<file path="config.mk">
export PLATFORM = sky130hd
export DESIGN_NAME = afhc_front
export DESIGN_NICKNAME = d
export VERILOG_FILES = /design/src/afhc_pkg.sv /design/src/afhc_front.sv
export SDC_FILE = /design/constraint.sdc
export NUM_CORES = 1
export LEC_CHECK = 0
export CAP_MARGIN = 20
export CELL_PAD_IN_SITES_DETAIL_PLACEMENT = 2
export CELL_PAD_IN_SITES_GLOBAL_PLACEMENT = 2
export CORE_ASPECT_RATIO = 1.1
export CORE_UTILIZATION = 34
export CTS_CLUSTER_DIAMETER = 40
export DETAILED_ROUTE_END_ITERATION = 10
export DONT_BUFFER_PORTS = 1
export HOLD_SLACK_MARGIN = 0.15
export PLACE_DENSITY = 0.8
export SYNTH_ARGS = -nofsm -noshare
export SYNTH_HDL_FRONTEND = slang
export SYNTH_SLANG_ARGS = --single-unit
</file>
<file path="constraint.sdc">
create_clock -name clk -period 3.03 [get_ports clk]
set_input_delay 0.4545 -clock clk [delete_from_list [all_inputs] [get_ports clk]]
set_output_delay 0.4545 -clock clk [all_outputs]
set_load 0.1 [all_outputs]
</file>
<file path="src/afhc_pkg.sv">
// Shared types, constants and helpers for the audio frame header checker.
// No dependencies; the design modules and the bench import this package.
package afhc_pkg;

  // Configuration port
  localparam int CFG_INDEX_W = 3;
  localparam int CFG_DATA_W  = 16;

  localparam logic [CFG_INDEX_W-1:0] CFG_EXPECTED_VERSION  = 3'd0;
  localparam logic [CFG_INDEX_W-1:0] CFG_MAX_PAYLOAD_BYTES = 3'd1;
  localparam logic [CFG_INDEX_W-1:0] CFG_CODE_TALK_ACQUIRE = 3'd2;
  localparam logic [CFG_INDEX_W-1:0] CFG_CODE_TALK_AUDIO   = 3'd3;
  localparam logic [CFG_INDEX_W-1:0] CFG_CODE_TALK_RELEASE = 3'd4;
  localparam logic [CFG_INDEX_W-1:0] CFG_CODE_MIC_AUDIO    = 3'd5;
  localparam logic [CFG_INDEX_W-1:0] CFG_CODE_STATE_REPORT = 3'd6;
  localparam logic [CFG_INDEX_W-1:0] CFG_CODE_ERROR_REPORT = 3'd7;

  localparam logic [7:0]  RST_EXPECTED_VERSION  = 8'd1;
  localparam logic [15:0] RST_MAX_PAYLOAD_BYTES = 16'd1024;
  localparam logic [7:0]  RST_CODE_TALK_ACQUIRE = 8'd1;
  localparam logic [7:0]  RST_CODE_TALK_AUDIO   = 8'd2;
  localparam logic [7:0]  RST_CODE_TALK_RELEASE = 8'd3;
  localparam logic [7:0]  RST_CODE_MIC_AUDIO    = 8'd4;
  localparam logic [7:0]  RST_CODE_STATE_REPORT = 8'd5;
  localparam logic [7:0]  RST_CODE_ERROR_REPORT = 8'd6;

  // Verdict status codes
  localparam logic [1:0] STATUS_OK        = 2'd0;
  localparam logic [1:0] STATUS_SHORT     = 2'd1;
  localparam logic [1:0] STATUS_PROTOCOL  = 2'd2;
  localparam logic [1:0] STATUS_SIZE      = 2'd3;

  // Byte counter and header layout
  localparam int COUNT_W = 17;
  localparam logic [COUNT_W-1:0] COUNT_TOP  = {COUNT_W{1'b1}};
  localparam logic [COUNT_W-1:0] HEADER_LEN = 17'd16;
  localparam logic [7:0]         HEADER_SIZE_BYTE = 8'd16;

  localparam logic [3:0] OFS_VERSION   = 4'd4;
  localparam logic [3:0] OFS_TYPE      = 4'd5;
  localparam logic [3:0] OFS_FLAGS     = 4'd6;
  localparam logic [3:0] OFS_HDR_SIZE  = 4'd7;
  localparam logic [3:0] OFS_SEQ_END   = 4'd12;
  localparam logic [3:0] OFS_LEN_END   = 4'd14;

  localparam int QUEUE_DEPTH_DEFAULT = 2;

  typedef struct packed {
    logic [7:0] in_byte;
    logic       last_byte;
  } byte_word_t;

  typedef struct packed {
    logic [1:0]  status;
    logic [7:0]  frame_type;
    logic [7:0]  frame_flags;
    logic [31:0] sequence_number;
    logic [15:0] payload_bytes;
  } verdict_t;

  typedef struct packed {
    logic [7:0]  expected_version;
    logic [15:0] max_payload_bytes;
    logic [7:0]  code_talk_acquire;
    logic [7:0]  code_talk_audio;
    logic [7:0]  code_talk_release;
    logic [7:0]  code_mic_audio;
    logic [7:0]  code_state_report;
    logic [7:0]  code_error_report;
  } cfg_t;

  // Per-frame record handed from the front to the back
  typedef struct packed {
    logic        short_frame;
    logic        fixed_bad;
    logic        len_match;
    logic [7:0]  type_byte;
    logic [7:0]  flags_byte;
    logic [31:0] seq;
    logic [15:0] len;
  } summary_t;

  function automatic logic [7:0] magic_byte(input logic [1:0] idx);
    logic [7:0] b;
    case (idx)
      2'd0:    b = 8'h4A;
      2'd1:    b = 8'h41;
      2'd2:    b = 8'h55;
      default: b = 8'h44;
    endcase
    return b;
  endfunction

endpackage

</file>
<file path="src/afhc_front.sv">
// Front end: counts frame bytes, checks fixed header fields, captures the rest.
// Depends on afhc_pkg.
module afhc_front import afhc_pkg::*; (
  input  logic       clk,
  input  logic       rst,
  input  logic       take,
  input  byte_word_t word,
  input  logic [7:0] expected_version,
  output logic       push,
  output summary_t   summary
);

  logic [COUNT_W-1:0] byte_count, byte_count_next;
  logic               fixed_bad, fixed_bad_next;
  logic [7:0]         type_byte, type_byte_next;
  logic [7:0]         flags_byte, flags_byte_next;
  logic [31:0]        seq_shift, seq_shift_next;
  logic [15:0]        len_shift, len_shift_next;
  logic               reserved_nz, reserved_nz_next;
  logic [3:0]         pos;

  assign pos = byte_count[3:0];

  always_comb begin
    byte_count_next  = byte_count;
    fixed_bad_next   = fixed_bad;
    type_byte_next   = type_byte;
    flags_byte_next  = flags_byte;
    seq_shift_next   = seq_shift;
    len_shift_next   = len_shift;
    reserved_nz_next = reserved_nz;
    if (byte_count < HEADER_LEN) begin
      if (pos < OFS_VERSION) begin
        if (word.in_byte != magic_byte(pos[1:0])) fixed_bad_next = 1'b1;
      end else if (pos == OFS_VERSION) begin
        if (word.in_byte != expected_version) fixed_bad_next = 1'b1;
      end else if (pos == OFS_TYPE) begin
        type_byte_next = word.in_byte;
      end else if (pos == OFS_FLAGS) begin
        flags_byte_next = word.in_byte;
      end else if (pos == OFS_HDR_SIZE) begin
        if (word.in_byte != HEADER_SIZE_BYTE) fixed_bad_next = 1'b1;
      end else if (pos < OFS_SEQ_END) begin
        seq_shift_next = {seq_shift[23:0], word.in_byte};
      end else if (pos < OFS_LEN_END) begin
        len_shift_next = {len_shift[7:0], word.in_byte};
      end else begin
        if (word.in_byte != 8'd0) reserved_nz_next = 1'b1;
      end
    end
    // saturate at the top so an overlong frame never matches a valid total
    if (byte_count != COUNT_TOP) byte_count_next = byte_count + 1'b1;
  end

  assign push = take && word.last_byte;

  always_comb begin
    summary.short_frame = byte_count_next < HEADER_LEN;
    summary.fixed_bad   = fixed_bad_next || reserved_nz_next;
    summary.len_match   = byte_count_next == (COUNT_W'(len_shift_next) + HEADER_LEN);
    summary.type_byte   = type_byte_next;
    summary.flags_byte  = flags_byte_next;
    summary.seq         = seq_shift_next;
    summary.len         = len_shift_next;
  end

  always_ff @(posedge clk) begin
    if (rst || push) begin
      byte_count  <= '0;
      fixed_bad   <= 1'b0;
      type_byte   <= '0;
      flags_byte  <= '0;
      seq_shift   <= '0;
      len_shift   <= '0;
      reserved_nz <= 1'b0;
    end else if (take) begin
      byte_count  <= byte_count_next;
      fixed_bad   <= fixed_bad_next;
      type_byte   <= type_byte_next;
      flags_byte  <= flags_byte_next;
      seq_shift   <= seq_shift_next;
      len_shift   <= len_shift_next;
      reserved_nz <= reserved_nz_next;
    end
  end

endmodule

</file>
* Yosys cells after proc, flatten, opt, wreduce, memory -nomap -nowiden *
Cells that the tools add are included.

word-level totals
  word-level logic and storage cells = 76
  flip-flop bits (word level) = 83

operators by class
  mux-type cells = 46
  reduce and logical (&&, ||, !) cells = 5
  add/subtract/negate cells = 2
  equality and inequality tests = 11
  magnitude comparators = 5

operator list
  cell                   count
  $mux 32                7
  $mux 16                8
  $mux 8                 11
  $lt 17x5->1 const B    2
  $mux 1                 18
  $add 16x5->17 const B  1
  $add 17x1->17 const B  1
  $eq 17x17->1           1
  $mux 17                1
  $ne 17x17->1 const B   1
  $eq 4x3->1 const B     4
  $ne 8x8->1             2
  $pmux 5 s3             1
  $lt 4x4->1 const B     2
  $ne 8x5->1 const B     1
  $reduce_bool 8->1      1
  $lt 4x3->1 const B     1
  $eq 2x1->1 const B     1
  $eq 2x2->1 const B     1
  $logic_not 2->1        1
  $logic_or 1x1->1       2
  $logic_and 1x1->1      1

* Longest topological paths before layout *
Gate-level depths: netlist of run 1.

  word-level depth = 11
  gate-level depth with buffers = 14

* Least setup slack after synthesis of run 1 *
Ideal clock, no wire load.

  kind = flip-flop to output port
  start = reg byte_count[1]
  end = out summary[66] (netlist bit)
  slack = -2.417 ns
  path buffers = 2
  arrival = 4.993 ns
  cell stages (with the launch flop) = 11
  cell sequence = dfxtp_1 ha_1 buf_2 and3_1 and3_1 buf_2 a21oi_2 or3_1 o21ai_0 a31oi_1 nor4_1

RTL lines
  element                 RTL line          source
  start, declared         afhc_front.sv:13  logic [COUNT_W-1:0] byte_count, byte_count_next;
  start signal, assigned  afhc_front.sv:77  byte_count <= byte_count_next;
  end, declared           afhc_front.sv:10  output summary_t summary

==> results of run 1 <==
path summary, 6_finish.rpt:
kind	startpoint	endpoint	slack [ns]	cells after the start
hold / removal	take	len_shift[15]	0.22	1
hold reg to reg	seq_shift[25]	seq_shift[25]	0.50	2
setup reg to reg	byte_count[11]	flags_byte[6]	0.30	11
setup / recovery	byte_count[7]	summary[64]	-1.01	13
layer usage:
metal	global-route usage	routed length [um]	share of wire
met1	0.298	9740	0.36
met2	0.534	14300	0.52
met3	0.0709	1670	0.061
met4	0.165	1660	0.060
met5	0	0	0
synthesized netlist by cell type (all sizes together) (4+ instances only):
cell type  number
nor2          124
a211oi         11
a21oi          16
nor4            9
o21ai          12
and3           13
nand2b          7
mux2i          38
xnor2          30
nand2          38
a31oi           8
clkbuf         34
dfxtp          83
ha              7
mux2           51
o211ai          4
buf            21
nor3           45
inv            14
nand3          23
and4            5
xor2           15
or2             5
or3             4
nand4           9
cell type report:
cell class / instances / share of cell area
Clock buffer: 10 / 0.0308
Clock inverter: 6 / 0.00672
Inverter: 14 / 0.00790
Multi-Input combinational cell: 510 / 0.539
Sequential cell: 83 / 0.226
Tap cell: 200 / 0.0336
Timing Repair Buffer: 122 / 0.157
flip-flops by register name, summed over array words and instances (netlist names):
signal	cells
byte_count	17
fixed_bad	1
flags_byte	8
len_shift	16
reserved_nz	1
seq_shift	32
type_byte	8
cells by family after synthesis:
group                    count (synthesis)
multiplexers                            89
AO/OA/AOI/OAI                           70
buffers and inverters                   69
flip-flops                              83
XOR/XNOR                                48
AND/OR/NAND/NOR                        296
adder cells (fa/ha/maj)                  7
worst max-delay path, stage by stage, from the launching register on:
cell and delay, ns:
dfxtp_2 0.34, nor4_4 0.29, nand4_1 0.27, nor2_4 0.25, buf_6 0.20, nand2_1 0.12, nand2_2 0.14, ha_4 0.18
o21ai_0 0.18, o21ai_1 0.20, nand4bb_1 0.20, a2111oi_4 0.36, o2111a_2 0.30, buf_12 0.18
power breakdown:
group | total (mW) | switching [mW] | internal, mW
clock | 1.09 | 0.526 | 0.566
combinational | 0.550 | 0.387 | 0.163
sequential | 1.15 | 0.0326 | 1.12
timing repair:
action	in CTS	in global routing
gates resized for setup	99	41
pin swaps	14	20
cloned	0	3
hold buffers	0	0
buffers inserted	10	11
setup endpoints to repair	51	52
==> summary.md, run 1 <==
| Metric | Value |
|---|---|
| Status | finished with violations |
| Failing checks | negative setup slack |
| Reg clk slew, reported paths | 0.07 ns |
| Routed Antenna Nets | 0 |
| Final core occ | 0.475 |
| Total GRT Usage | 0.291 |
| Total gr overflow | 0 |
| Syn_nets | 689 |
| P&R area growth vs syn | 36.3% |
| Xor and xnor fraction of the mapped netlist area | 0.0859 |
| Finish-stage setup viols | 50 |
| Global-route wire length before repair | 36100 um |
| Fin Setup TNS | -3.26 ns |
| Via count | 5680 |
| Post-synth EDFFs | 0 |
| Root buf cell | clkbuf_16 |
| Fmax | 0.247 GHz |
| TritonCTS clock tree | done |
| Power Total | 2.79 mW |
| Complex-gate fraction of the synthesized area | 0.0930 |
| Final HPWL DP | 14800 um |
| Final Instance Area | 7440 um^2 |
| Die height | 135 um |
| Clock Latency Late Sink | 0.36 ns |
| DRT Wirelength | 27400 um |
| Critical Path RT | 2.58 ns |
| Kind of end point of the critical path | primary output |
| Adder-Cell Fraction of Synth Area | 0.0160 |
| Max-slew violation count | 0 |
| Multi-input gate area | 4010 um^2 |
| Largest cells by area after synthesis | dfxtp_1, mux2_2, nor2_1, mux2i_1, xnor2_1 |
| Sequential cell area | 1680 um^2 |
| Pre-CTS setup slack | -0.489 ns |
| Initial DRC count | 268 |
| Warnings from Yosys | 0 |
| DR pass1 iterations | 4 |
| Final #Nets | 767 |
| Commonest non-fill, non-tap cell in the layout | nor2_1 |
| Initial antenna violation count | 0 |
| Synth Flop Type | dfxtp_1 |
| Core area | 15700 um^2 |
| Final Cycle Share | 1.33 |
| RSZ-0062 raised after global routing | true |
| Area of the mapped netlist | 5460 um^2 |
| Die area | 16600 um^2 |
| H-tree levels | 3 |
| CP Launch Type | flip-flop |
| Final hold slack | 0.216 ns |
| Final WS setup | -1.01 ns |
| Largest family of logic cells by synthesized area | simple AND/OR/NAND/NOR gates |
| Die width | 123 um |
| Sequential cell area fraction in the yosys report | 0.304 |
| Largest net degree at the start of global routing | 93 |
| Filler cells | 1669 |
| Synth cell types | 64 |
| Fraction of layout cells with a size suffix above 1 | 0.356 |
| Initial core utilization | 0.348 |
| Simple-gate portion of the synthesized area | 0.269 |
| Site Rows | 48 |
| Yosys reg bits | 83 |
| CP Max Fanout | 11 |
| Worst Clk Skew | 0.0113 ns |
| Mux share of post-synthesis cell area | 0.175 |
| Actual slew at the worst max-slew pin | 0.946 ns |
| Arr. time, crit path | 3.59 ns |
| Avg Cell Area, Syn | 8.25 um^2 |
| CTS buffer count | 9 |
| Yosys top cell area share | 0.304 |
| WL/cell | 29.0 um |
| Slew HR | 0.369 |
| Worst IR Drop VDD | 0.286 mV |
| # DRC | 0 |
| Synth Instances | 662 |
| Max Cap Viol | 0 |
| Post-Place Cells | 908 |
| Crit path time final | 4.04 ns |
| LEAKAGE | 2.99 nW |
| ANT cells | 0 |
| Synth async-reset ratio | 0 |
| Hold Path Class | input port to flip-flop |
| Routability cong. | 0.889 |
| Setup Crit Path Kind | flip-flop to primary output |
| Final hold vios | 0 |
| Most frequent cells in the layout | nor2_1, buf_4, dfxtp_1 |
| Final Non-Filler Cells | 945 |
| Pwr Density | 375 nW/um^2 |
| Area after DPL | 6400 um^2 |
| Largest area contributor in the netlist | dfxtp_1 |
| Vias in the first global route | 6241 |
| Vias/cell | 6.01 |
| CTS sink count | 83 |
| Max Buffers Root-to-Sink | 2 |
| Boundary pin count | 88 |
| Number of port buffers | 0 |
(Power assumes the default switching activity.)
==> run 2, diff against run 1 <==
--- a/config.mk
+++ b/config.mk
@@ -9,12 +9,12 @@
 export CELL_PAD_IN_SITES_DETAIL_PLACEMENT = 2
 export CELL_PAD_IN_SITES_GLOBAL_PLACEMENT = 2
 export CORE_ASPECT_RATIO = 1.1
-export CORE_UTILIZATION = 34
+export CORE_UTILIZATION = 38
 export CTS_CLUSTER_DIAMETER = 40
 export DETAILED_ROUTE_END_ITERATION = 10
 export DONT_BUFFER_PORTS = 1
 export HOLD_SLACK_MARGIN = 0.15
-export PLACE_DENSITY = 0.8
+export PLACE_DENSITY = 0.84
 export SYNTH_ARGS = -nofsm -noshare
 export SYNTH_HDL_FRONTEND = slang
 export SYNTH_SLANG_ARGS = --single-unit
==> constraint.sdc (replaced) <==
create_clock -name clk -period 4.55 [get_ports clk]
set_input_delay 0.6825 -clock clk [delete_from_list [all_inputs] [get_ports clk]]
set_output_delay 0.6825 -clock clk [all_outputs]
set_load 0.1 [all_outputs]
==> summary.md, run 2 (same netlist as run 1, synthesis figures left out) <==
| Metric | Value |
|---|---|
| Arr. time, crit path | 3.69 ns (was 3.59 ns) |
| Fraction of layout cells with a size suffix above 1 | 0.179 (was 0.356) |
| Die height | 128 um (was 135 um) |
| CTS sink count | 83 (unchanged) |
| Final WS setup | 0.175 ns (was -1.01 ns) |
| Routed Antenna Nets | 0 (unchanged) |
| Filler cells | 1576 (was 1669) |
| H-tree levels | 3 (unchanged) |
| # DRC | 0 (unchanged) |
| Hold Path Class | input port to flip-flop (unchanged) |
| Total gr overflow | 0 (unchanged) |
| Crit path time final | 4.37 ns |
| Max Buffers Root-to-Sink | 2 (unchanged) |
| Routability cong. | 0.856 (was 0.889) |
| Site Rows | 45 (was 48) |
| Min-delay src | take (unchanged) |
| Number of port buffers | 0 (unchanged) |
| Via count | 4776 (was 5680) |
| Max-slew violation count | 0 (unchanged) |
| Status | completed (was finished with violations) |
| Critical Path RT | 3.87 ns (was 2.58 ns) |
| Worst reg2reg path endpoint | type_byte[3] (was flags_byte[6]) |
| CP Max Fanout | 12 (was 11) |
| Commonest non-fill, non-tap cell in the layout | nor2_1 (unchanged) |
| Vias/cell | 5.75 (was 6.01) |
| Die width | 116 um (was 123 um) |
| Final Cycle Share | 0.961 |
| CTS buffer count | 9 (unchanged) |
| Kind of end point of the critical path | primary output (unchanged) |
| LEAKAGE | 2.30 nW (was 2.99 nW) |
| ANT cells | 0 (unchanged) |
| Final #Nets | 665 (was 767) |
| Total GRT Usage | 0.259 (was 0.291) |
| RSZ-0062 raised after global routing | false (was true) |
| DRT Wirelength | 18500 um (was 27400 um) |
| Largest net degree at the start of global routing | 93 (unchanged) |
| DR pass1 iterations | 4 (unchanged) |
| Pwr Density | 300 nW/um^2 (was 375 nW/um^2) |
| CP Launch Type | flip-flop (unchanged) |
| Global-route wire length before repair | 28900 um (was 36100 um) |
| Fmax | 0.229 GHz |
| R2R depth | 7 (was 11) |
| Actual slew at the worst max-slew pin | 1.03 ns (was 0.946 ns) |
| Hold-fix buffers, CTS | 0 (unchanged) |
| Final hold vios | 0 (unchanged) |
| Number of setup buffers added after CTS | 0 (was 10) |
| Final HPWL DP | 13000 um (was 14800 um) |
| Hold Path End | len_shift[12] (was len_shift[15]) |
| Vias in the first global route | 5318 (was 6241) |
| Pre-CTS setup slack | 0.362 ns (was -0.489 ns) |
| Most flops, register | seq_shift (unchanged) |
| Reg clk slew, reported paths | 0.06 ns (was 0.07 ns) |
| Initial antenna violation count | 0 (unchanged) |
| Max Cap Viol | 0 (unchanged) |
| Clock Latency Late Sink | 0.35 ns (was 0.36 ns) |
| Area after DPL | 5630 um^2 (was 6400 um^2) |
| Boundary pin count | 88 (unchanged) |
| Slew HR | 0.313 (was 0.369) |
| Worst IR Drop VDD | 0.164 mV (was 0.286 mV) |
| Initial core utilization | 0.393 (was 0.348) |
| Fin Setup TNS | 0 ns (was -3.26 ns) |
| Multi-input gate area | 3520 um^2 (was 4010 um^2) |
| Root buf cell | clkbuf_16 (unchanged) |
| Most frequent cells in the layout | nor2_1, dfxtp_1, mux2_2 (was nor2_1, buf_4, dfxtp_1) |
| Worst Clk Skew | 0.00585 ns (was 0.0113 ns) |
| Max reg flops | 32 (unchanged) |
| Sequential cell area | 1660 um^2 (was 1680 um^2) |
| Power Total | 1.78 mW (was 2.79 mW) |
| TritonCTS clock tree | done (unchanged) |
| Final core occ | 0.426 (was 0.475) |
| CTS resizes | 1 (was 99) |
| Finish-stage setup viols | 0 (was 50) |
| Core area | 13900 um^2 (was 15700 um^2) |
| Flop2flop setup slack | 1.22 ns (was 0.30 ns) |
| Setup Crit Path Kind | flip-flop to primary output (unchanged) |
| WL/cell | 22.2 um (was 29.0 um) |
| Final Instance Area | 5920 um^2 (was 7440 um^2) |
| Die area | 14900 um^2 (was 16600 um^2) |
| Origin of the critical flop-to-flop path | byte_count[4] (was byte_count[11]) |
| Biggest regs | seq_shift (32), byte_count (17), len_shift (16) (unchanged) |
| Hold Crit Depth | 1 (unchanged) |
| Initial DRC count | 239 (was 268) |
| P&R area growth vs syn | 8.43% (was 36.3%) |
run 2: per-layer routing:
| layer | GRT usage | up-vias | wire length, um |
|---|---|---|---|
| li1 | - | 2250 | - |
| met1 | 0.294 | 2411 | 7520 |
| met2 | 0.472 | 90 | 9670 |
| met3 | 0.0530 | 25 | 884 |
| met4 | 0.0897 | 0 | 386 |
| met5 | 0 | - | 0 |
run 2: critical path, cell delays in order (launching register included):
cell and delay, ns:
dfxtp_1 0.45, nor3_1 0.43, nand4_1 0.23, nor2_2 0.20, buf_4 0.23, nand2_1 0.09
nand2_1 0.11, ha_1 0.25, o21ai_0 0.19, o21ai_0 0.20, nand4bb_1 0.15, a2111oi_2 0.35
o2111a_2 0.29, buf_12 0.18
run 2: cell type report:
class	instances	area share
multi-input combinational	510	0.595
sequential	83	0.281
clock buffer	10	0.0404
tap	188	0.0397
timing repair buffer	20	0.0275
inverter	14	0.00887
clock inverter	6	0.00782
run 2: metrics by stage:
stage          hold WS (ns)  cells
2_1_floorplan         0.453    662
3_3_place_gp          0.465    815
3_5_place_dp          0.483    815
4_1_cts               0.420    831
5_1_grt               0.438    831
6_report              0.435    831
run 2: power breakdown:
group / leakage, nW / internal (mW) / total (mW) / switching, mW
Sequential: 0.675 / 0.746 / 0.767 / 0.0208
Clock: 0.135 / 0.389 / 0.725 / 0.336
Combinational: 1.49 / 0.0666 / 0.287 / 0.221
Total: 2.30 / 1.20 / 1.78 / 0.577
run 2: how the worst max path moves through the flow:
stage	from	endpoint	slack, ns	cells past startpoint
finish	byte_count[4]	summary[64]	0.18	13
global route	byte_count[12]	summary[64]	0.01	13
CTS	byte_count[12]	summary[64]	0.11	11
detailed placement	byte_count[1]	summary[64]	0.36	10
global placement	byte_count[1]	summary[64]	0.53	10
floorplan	byte_count[1]	summary[66]	0.03	10
